**src/rtl/core/sspc_pkg.sv**
```systemverilog
`timescale 1ns / 1ps

package sspc_pkg;

	localparam logic [7:0]  HDR_BYTE        = 8'hFF;
	localparam logic [15:0] TIMEOUT_RESET   = 16'd250;
	localparam logic [7:0]  BROADCAST_RESET = 8'd254;

	// request kinds carried on s_tuser
	localparam logic [1:0] OP_START = 2'd0;
	localparam logic [1:0] OP_BYTE  = 2'd1;
	localparam logic [1:0] OP_TICK  = 2'd2;

	// completion status
	localparam logic [1:0] ST_OK      = 2'd0;
	localparam logic [1:0] ST_CORRUPT = 2'd1;
	localparam logic [1:0] ST_DEVERR  = 2'd2;
	localparam logic [1:0] ST_TIMEOUT = 2'd3;

	// configuration register indexes
	localparam logic REG_TIMEOUT   = 1'b0;
	localparam logic REG_BROADCAST = 1'b1;

	typedef enum logic [7:0] {
		PH_IDLE  = 8'b0000_0001,
		PH_HDR1  = 8'b0000_0010,
		PH_HDR2  = 8'b0000_0100,
		PH_ID    = 8'b0000_1000,
		PH_LEN   = 8'b0001_0000,
		PH_ERR   = 8'b0010_0000,
		PH_PARAM = 8'b0100_0000,
		PH_CHK   = 8'b1000_0000
	} phase_t;

	typedef struct packed {
		logic       valid;
		logic       param_valid;
		logic [5:0] param_index;
		logic [7:0] param_byte;
		logic       done_res;
		logic [1:0] status_code;
		logic [7:0] device_error;
	} result_t;

endpackage

```
**src/rtl/core/sspc_engine.sv**
```systemverilog
`timescale 1ns / 1ps

module sspc_engine import sspc_pkg::*; #(
	parameter int MAX_PARAMS = 64
) (
	input  logic        clk,
	input  logic        arst_n,
	input  logic        fire,
	input  logic [1:0]  op,
	input  logic [7:0]  rx_byte,
	input  logic [7:0]  expect_id,
	input  logic [15:0] timeout_ms,
	input  logic [7:0]  bcast_id,
	output result_t     res
);

	localparam logic [8:0] LEN_MAX = 9'(MAX_PARAMS + 2);

	phase_t      phase_q, phase_d;
	logic [7:0]  wanted_id_q, wanted_id_d;
	logic [7:0]  bytes_left_q, bytes_left_d;
	logic [7:0]  sum_q, sum_d;
	logic [5:0]  count_q, count_d;
	logic [15:0] ticks_q, ticks_d;

	always_comb begin
		phase_d      = phase_q;
		wanted_id_d  = wanted_id_q;
		bytes_left_d = bytes_left_q;
		sum_d        = sum_q;
		count_d      = count_q;
		ticks_d      = ticks_q;
		res          = '0;
		case (op)
			OP_START: begin
				wanted_id_d  = expect_id;
				bytes_left_d = '0;
				sum_d        = '0;
				count_d      = '0;
				ticks_d      = '0;
				if (expect_id == bcast_id) begin
					phase_d      = PH_IDLE;
					res.valid    = 1'b1;
					res.done_res = 1'b1;
				end else begin
					phase_d = PH_HDR1;
				end
			end
			OP_TICK: begin
				if (phase_q != PH_IDLE) begin
					// saturate so a full-scale timeout never expires
					if (ticks_q != 16'hFFFF)
						ticks_d = ticks_q + 16'd1;
					if (ticks_d > timeout_ms) begin
						phase_d         = PH_IDLE;
						res.valid       = 1'b1;
						res.done_res    = 1'b1;
						res.status_code = ST_TIMEOUT;
					end
				end
			end
			OP_BYTE: begin
				case (phase_q)
					PH_IDLE: ;
					PH_HDR1, PH_HDR2: begin
						if (rx_byte != HDR_BYTE) begin
							phase_d         = PH_IDLE;
							res.valid       = 1'b1;
							res.done_res    = 1'b1;
							res.status_code = ST_CORRUPT;
						end else begin
							phase_d = (phase_q == PH_HDR1) ? PH_HDR2 : PH_ID;
						end
					end
					PH_ID: begin
						if (rx_byte != wanted_id_q) begin
							phase_d         = PH_IDLE;
							res.valid       = 1'b1;
							res.done_res    = 1'b1;
							res.status_code = ST_CORRUPT;
						end else begin
							sum_d   = rx_byte;
							phase_d = PH_LEN;
						end
					end
					PH_LEN: begin
						if (rx_byte < 8'd2 || {1'b0, rx_byte} > LEN_MAX) begin
							phase_d         = PH_IDLE;
							res.valid       = 1'b1;
							res.done_res    = 1'b1;
							res.status_code = ST_CORRUPT;
						end else begin
							bytes_left_d = rx_byte - 8'd2;
							sum_d        = sum_q + rx_byte;
							phase_d      = PH_ERR;
						end
					end
					PH_ERR: begin
						// check the error byte now, do not wait for the rest
						if (rx_byte != 8'd0) begin
							phase_d          = PH_IDLE;
							res.valid        = 1'b1;
							res.done_res     = 1'b1;
							res.status_code  = ST_DEVERR;
							res.device_error = rx_byte;
						end else begin
							phase_d = (bytes_left_q == 8'd0) ? PH_CHK : PH_PARAM;
						end
					end
					PH_PARAM: begin
						sum_d           = sum_q + rx_byte;
						res.valid       = 1'b1;
						res.param_valid = 1'b1;
						res.param_index = count_q;
						res.param_byte  = rx_byte;
						count_d         = count_q + 6'd1;
						bytes_left_d    = bytes_left_q - 8'd1;
						if (bytes_left_q == 8'd1)
							phase_d = PH_CHK;
					end
					PH_CHK: begin
						phase_d         = PH_IDLE;
						res.valid       = 1'b1;
						res.done_res    = 1'b1;
						res.status_code = (rx_byte != ~sum_q) ? ST_CORRUPT : ST_OK;
					end
					default: begin
						phase_d = PH_IDLE;
					end
				endcase
			end
			default: ;
		endcase
	end

	always_ff @(posedge clk or negedge arst_n) begin
		if (!arst_n) begin
			phase_q      <= PH_IDLE;
			wanted_id_q  <= '0;
			bytes_left_q <= '0;
			sum_q        <= '0;
			count_q      <= '0;
			ticks_q      <= '0;
		end else if (fire) begin
			phase_q      <= phase_d;
			wanted_id_q  <= wanted_id_d;
			bytes_left_q <= bytes_left_d;
			sum_q        <= sum_d;
			count_q      <= count_d;
			ticks_q      <= ticks_d;
		end
	end

endmodule

```
**config.mk**
```make
export PLATFORM = sky130hd
export DESIGN_NAME = sspc_engine
export DESIGN_NICKNAME = d
export VERILOG_FILES = /design/src/rtl/core/sspc_pkg.sv /design/src/rtl/core/sspc_engine.sv
export SDC_FILE = /design/constraint.sdc
export NUM_CORES = 1
export LEC_CHECK = 0
export BUFFER_PORTS_ARGS = -buffer_cell sky130_fd_sc_hd__buf_2
export CORE_UTILIZATION = 45
export DETAILED_ROUTE_END_ITERATION = 16
export GPL_TIMING_DRIVEN = 1
export HOLD_SLACK_MARGIN = 0.15
export PLACE_DENSITY = 0.76
export SETUP_SLACK_MARGIN = 0.1
export SYNTH_ARGS = -nofsm -noshare
export SYNTH_HDL_FRONTEND = slang
export SYNTH_SLANG_ARGS = --single-unit
```
**constraint.sdc**
```tcl
create_clock -name clk -period 4.5 [get_ports clk]
set_clock_uncertainty 0.2 [all_clocks]
set_input_delay 0.45 -clock clk [delete_from_list [all_inputs] [get_ports clk]]
set_output_delay 0.45 -clock clk [all_outputs]
set_load 0.05 [all_outputs]
```
### After elaboration in Yosys (flattened, before gate mapping)

Index checks and enable logic that the tools add are counted.

| storage, ports and cells | value |
|---|---|
| register bits | 54 |
| bits of input ports | 45 |

| cells by class | value |
|---|---|
| add/sub/neg operators | 5 |
| order comparisons | 3 |
| equality and inequality tests | 26 |
| mux-type cells | 49 |
| bitwise gates (word level) | 1 |
| reduce and logical (&&, ||, !) cells | 15 |

Operator list:

| cell | count |
|---|---|
| 2-to-1 mux 8 bit | 10 |
| 2-to-1 mux 16 bit | 4 |
| case mux 8 bit (2 select lines) | 3 |
| case mux 8 bit (3 select lines) | 2 |
| case mux 8 bit (6 select lines) | 1 |
| case mux 16 bit (2 select lines) | 1 |
| 2-to-1 mux 15 bit | 2 |
| adder 16 x 1 -> 16 bit, second input constant | 1 |
| == test 8 x 1 -> 1 bit, second input constant | 2 |
| > comparator 16 bit | 1 |
| inequality test 16 bit, second input constant | 1 |
| inequality test 8 bit | 2 |
| 2-to-1 mux 3 bit | 5 |
| case mux 3 bit (5 select lines) | 1 |
| 2-to-1 mux 6 bit | 2 |
| case mux 6 bit (2 select lines) | 1 |
| 2-to-1 mux 11 bit | 1 |
| inequality test 3 bit, second input constant | 3 |
| adder 8 bit | 1 |
| == test 8 x 2 -> 1 bit, second input constant | 1 |
| == test 8 x 3 -> 1 bit, second input constant | 1 |
| == test 8 x 4 -> 1 bit, second input constant | 1 |
| == test 8 x 5 -> 1 bit, second input constant | 1 |
| == test 8 x 6 -> 1 bit, second input constant | 1 |
| 36 further kinds | 50 |

### Logic depth before layout (Yosys ltp)

| logic depth | value |
|---|---|
| word-level depth | 8 |
| mapped depth | 14 |

### Worst setup path before layout

OpenSTA, ideal clock, no wires.

| path | value |
|---|---|
| path kind | register to output |
| start | register ticks_q[0] |
| end | output port res[8] (netlist bit) |
| arrival time | 3754 ps |
| data required time | 3850 ps |
| setup slack | 96 ps |
| cell stages (with the launch flop) | 13 |
| buffers on the path | 0 |
| cells stage by stage | dfrtp_1 ha_1 nand3_1 nor3_2 nor3b_1 nand3_1 xnor2_1 ha_1 nand4_1 o31ai_1 a211o_1 nand2_1 a21boi_0 |

RTL lines:

| item | RTL line | text |
|---|---|---|
| start: declaration | sspc_engine.sv:24 | `logic [15:0] ticks_q, ticks_d;` |
| start signal: assignment | sspc_engine.sv:150 | `ticks_q <= ticks_d;` |
| end: declaration | sspc_engine.sv:14 | `output result_t res` |

==> reports/qor.log <==
[status] status completed
[placed_design] Post-Place Setup Slack 0.2164 ns
[worst_setup_path] kind of end point of the critical path output pin
[logic_synthesis] Yosys warnings 0
[worst_setup_path] stages on the worst setup path 15
[grt] global-route layer with the greatest usage met2
[worst_setup_path] crit-path max FO 5
[grt] largest net degree at the start of global routing 55
[power] Static Leak 2.595 nW
[logic_synthesis] number of storage elements in the synthesis netlist 54
[timing] Final Setup Violations 0
[timing] relative max-transition margin 0.2295
[die] floorplan die area 10420 sq um
[logic_synthesis] flip-flop cell with the highest count after synthesis sky130_fd_sc_hd__dfrtp_1
[logic_synthesis] synthesized area per cell 8.359 sq um
[grt] number of global-route vias before repair 4153
[grt] global router's overall resource usage 0.2318
[drt] drt total wl 11660 um
[grt] Global Route met3 Usage 0.03215
[worst_setup_path] Crit Reg-Reg Endpoint phase_q[1]$_DFFE_PN0P_
[cells_and_area] most common library cell in the layout ignoring fill and taps sky130_fd_sc_hd__buf_2
[worst_setup_path] sequence of cells on the critical path and4_4 -> nand3_2 -> nor3_4 -> buf_4 -> buf_4 -> nor3b_4 -> nand3_1 -> xnor2_1 -> ha_1 -> nand4_1 -> o31ai_1 -> a211o_1 -> nand2_1 -> a21boi_1 -> buf_4
[worst_setup_path] Largest stage delay, worst path 0.46 ns
[timing] Fin. Hold Viols 0
[cells_and_area] Antenna Cells 0
[min_path] path type of the worst min-delay path in2reg
[worst_setup_path] Buf/Inv on CP 3
[worst_setup_path] launching point of the worst reg2reg path ticks_q[9]$_DFFE_PN0P_
[die] floorplan row count 36
[logic_synthesis] Netlist Area Pre-Place 4506 sq um
[die] core box area 9729 sq um
[cells_and_area] Fill cells 901
[timing] final clock period utilization by the worst path 0.9465
[worst_setup_path] CP required 3.85 ns
[clocking] maximum clock path buffer count 2
[clocking] master cell of the clock root buffer sky130_fd_sc_hd__clkbuf_8
[worst_setup_path] Setup crit start ticks_q[9]$_DFFE_PN0P_
[grt] antenna violations before repair 0
[clocking] CTS tree built
[timing] number of slew-limit violations in the final report 0
[logic_synthesis] Net Count, Synth 617
[logic_synthesis] distinct cell type count of the synthesized netlist 68
[drt] remaining antenna violation count after routing 0
[timing] final sum of negative setup slack 0 ns
[clocking] source-to-sink clock delay at the later pin of the worst-skew pair 0.33 ns
[logic_synthesis] instance count of the mapped netlist 539
[die] die extent in y 102.1 um
[power] worst IR drop on VDD 0.1440 mV
[die] IO Pins 72
[worst_setup_path] worst endpoint data arrival time 3.61 ns
[clocking] number of buffers created by CTS 5
[worst_setup_path] critical path's most frequent cell sky130_fd_sc_hd__buf_4
[job] max-cap violation count 0
[clocking] TritonCTS sink count 54
[cells_and_area] fraction of layout cells with a size suffix above 1 0.2325
[die] die span in x 102.1 um
[drt] vias per inst 5.735
[worst_setup_path] CP endpoint res[9]
[logic_synthesis] share of flip-flops with an asynchronous set or reset after synthesis 1.000
[drt] total number of vias 4290
[drt] wire length per cell 15.59 um
[timing] pin slew with the least headroom to its limit 1.151 ns
[timing] worst hold slack across all endpoints 0.1815 ns
[cells_and_area] layout net count 692
[grt] grt ovf 0
[worst_setup_path] Worst Setup Start Kind flop
[worst_setup_path] worst-path cell with the longest stage delay sky130_fd_sc_hd__dfrtp_2
[clocking] CTS HTree Levels 2
[placed_design] final RePlAce weighted congestion 0.9230
[worst_setup_path] startpoint-to-endpoint class of the critical path reg2out
[worst_setup_path] flop2flop setup slack 0.78 ns
[drt] # DRC 0
[power] power per cell area 242.7 nW/um^2
[grt] global-route wire length before repair 19020 um
[timing] maximum clock frequency 0.2348 GHz
[logic_synthesis] count of flip-flops with a built-in enable after synthesis 0
[grt] routing usage on met2 0.4135
[drt] violation count after the first detailed-routing iteration 203
[worst_setup_path] cell class contributing the biggest share of worst-path delay simple AND/OR/NAND/NOR gates
[timing] setup slack of the critical path after layout 0.2407 ns
[cells_and_area] top library cells by usage in the layout, fill and taps aside 68 x sky130_fd_sc_hd__buf_2, 53 x sky130_fd_sc_hd__nand2_1, 50 x sky130_fd_sc_hd__dfrtp_1
[die] initial core utilization 0.4631
[timing] time the final worst path needs with I/O delays and setup 4.259 ns
[cells_and_area] signed area change from the synthesized netlist to the final layout 17.50%
[logic_synthesis] sequential cell area fraction in the yosys report 0.3002
[drt] number of iterations in the first detailed-routing pass 4
[placed_design] half-perimeter wire length of the detailed placement result 8557 um
[grt] met1 Resource Use GR 0.2774
[worst_setup_path] depth of the most critical reg-to-reg path 14
[placed_design] count of port buffers added during placement 71
[timing] setup repair after global routing missed its margin false
[clocking] clock slew seen by the registers of the worst setup and hold paths 0.11 ns
sequential cells by signal (all words and copies together), names as in the netlist:
signal        cells
sum_q             8
phase_q           8
wanted_id_q       8
bytes_left_q      8
count_q           6
ticks_q          16
where the power goes:
group / switching [mW] / internal [mW]
Sequential: 0.0428 / 0.528
Clock: 0.184 / 0.170
Combinational: 0.202 / 0.158
worst min path at each step:
stage,start,to,slack (ns),depth (start not counted)
CTS,expect_id[7],wanted_id_q[7]$_DFFE_PN0P_,0.17,2
finish,expect_id[7],wanted_id_q[7]$_DFFE_PN0P_,0.18,2
detailed placement,sum_q[6]$_DFFE_PN0P_,sum_q[6]$_DFFE_PN0P_,0.27,2
global placement,sum_q[6]$_DFFE_PN0P_,sum_q[6]$_DFFE_PN0P_,0.26,2
global route,expect_id[3],wanted_id_q[3]$_DFFE_PN0P_,0.18,2
floorplan,arst_n,bytes_left_q[0]$_DFFE_PN0P_,-0.05,0
layout make-up:
cell class	instances	area [sq um]	share of cell area
repair buffers	91	519.2	0.09809
inverters	30	112.6	0.02127
clock buffers	5	68.82	0.01300
flip-flops and latches	54	1356	0.2562
clock inverters	3	47.55	0.008981
multi-input cells	432	3023	0.5710
well taps	133	166.4	0.03143
metrics by stage:
stage | instance area [sq um] | power, mW | std cells | utilization
after CTS | 5151 | 1.278 | 739 | 0.5295
after global placement | 4966 | 0.9042 | 725 | 0.5104
after global routing | 5294 | 1.359 | 748 | 0.5441
after floorplan | 4506 | 0.8200 | 539 | -
after detailed placement | 4966 | 0.9231 | 725 | 0.5104
final | 5294 | 1.285 | 748 | 0.5441
worst reg2reg max path, cell delays in order, from the launching register on:
cell and delay, ns:
sky130_fd_sc_hd__dfrtp_2 0.46, sky130_fd_sc_hd__and4_4 0.22, sky130_fd_sc_hd__nand3_2 0.12, sky130_fd_sc_hd__nor3_4 0.06, sky130_fd_sc_hd__buf_4 0.15, sky130_fd_sc_hd__buf_4 0.13, sky130_fd_sc_hd__nor3b_4 0.25, sky130_fd_sc_hd__nand3_1 0.16
sky130_fd_sc_hd__xnor2_1 0.15, sky130_fd_sc_hd__ha_1 0.30, sky130_fd_sc_hd__nand4_1 0.15, sky130_fd_sc_hd__nor4_1 0.39, sky130_fd_sc_hd__nor3_1 0.14, sky130_fd_sc_hd__a21oi_4 0.34, sky130_fd_sc_hd__mux2_2 0.38
Yosys cell counts, drive strengths merged (10+ instances only):
cell | n | area share
a21oi | 22 | 0.028
o21ai | 42 | 0.047
mux2 | 16 | 0.040
nand4 | 12 | 0.017
nor3 | 16 | 0.019
xnor2 | 28 | 0.054
nand2 | 55 | 0.047
clkbuf | 17 | 0.014
nand3 | 23 | 0.026
nor2 | 45 | 0.039
a21o | 10 | 0.017
xor2 | 17 | 0.033
and3 | 11 | 0.015
dfrtp | 53 | 0.29
ha | 32 | 0.089
inv | 29 | 0.024
and2 | 14 | 0.019
o31ai | 10 | 0.018
logic make-up (layout without fill, tap and decap cells):
kind of cell / count (synthesis) / count (layout) / share of synthesized area
adders and majority gates: 33 / 33 / 0.09331
and+or+nand+nor: 216 / 216 / 0.2508
xor gates and xnor gates: 45 / 45 / 0.08748
buffers and inverters: 53 / 129 / 0.04693
muxes: 18 / 18 / 0.04443
AOI/OAI and AO/OA: 120 / 120 / 0.1769
DFF: 54 / 54 / 0.3002
timing repair:
item                                    4_1_cts  5_1_grt
setup buffers                                 5        9
hold buffers                                  1        0
endpoints found under the setup margin        4        4
resized for setup                             4       27
pin swaps                                     1        6
hold endpoints to repair                     53        0
layer usage:
| layer | vias to the layer above | wire length [um] |
|---|---|---|
| met5 | - | 0 |
| met4 | 0 | 346 |
| met3 | 27 | 454 |
| met2 | 112 | 6020 |
| met1 | 2071 | 4837 |
| li1 | 2080 | - |
Power figures use the tool's default switching activity.
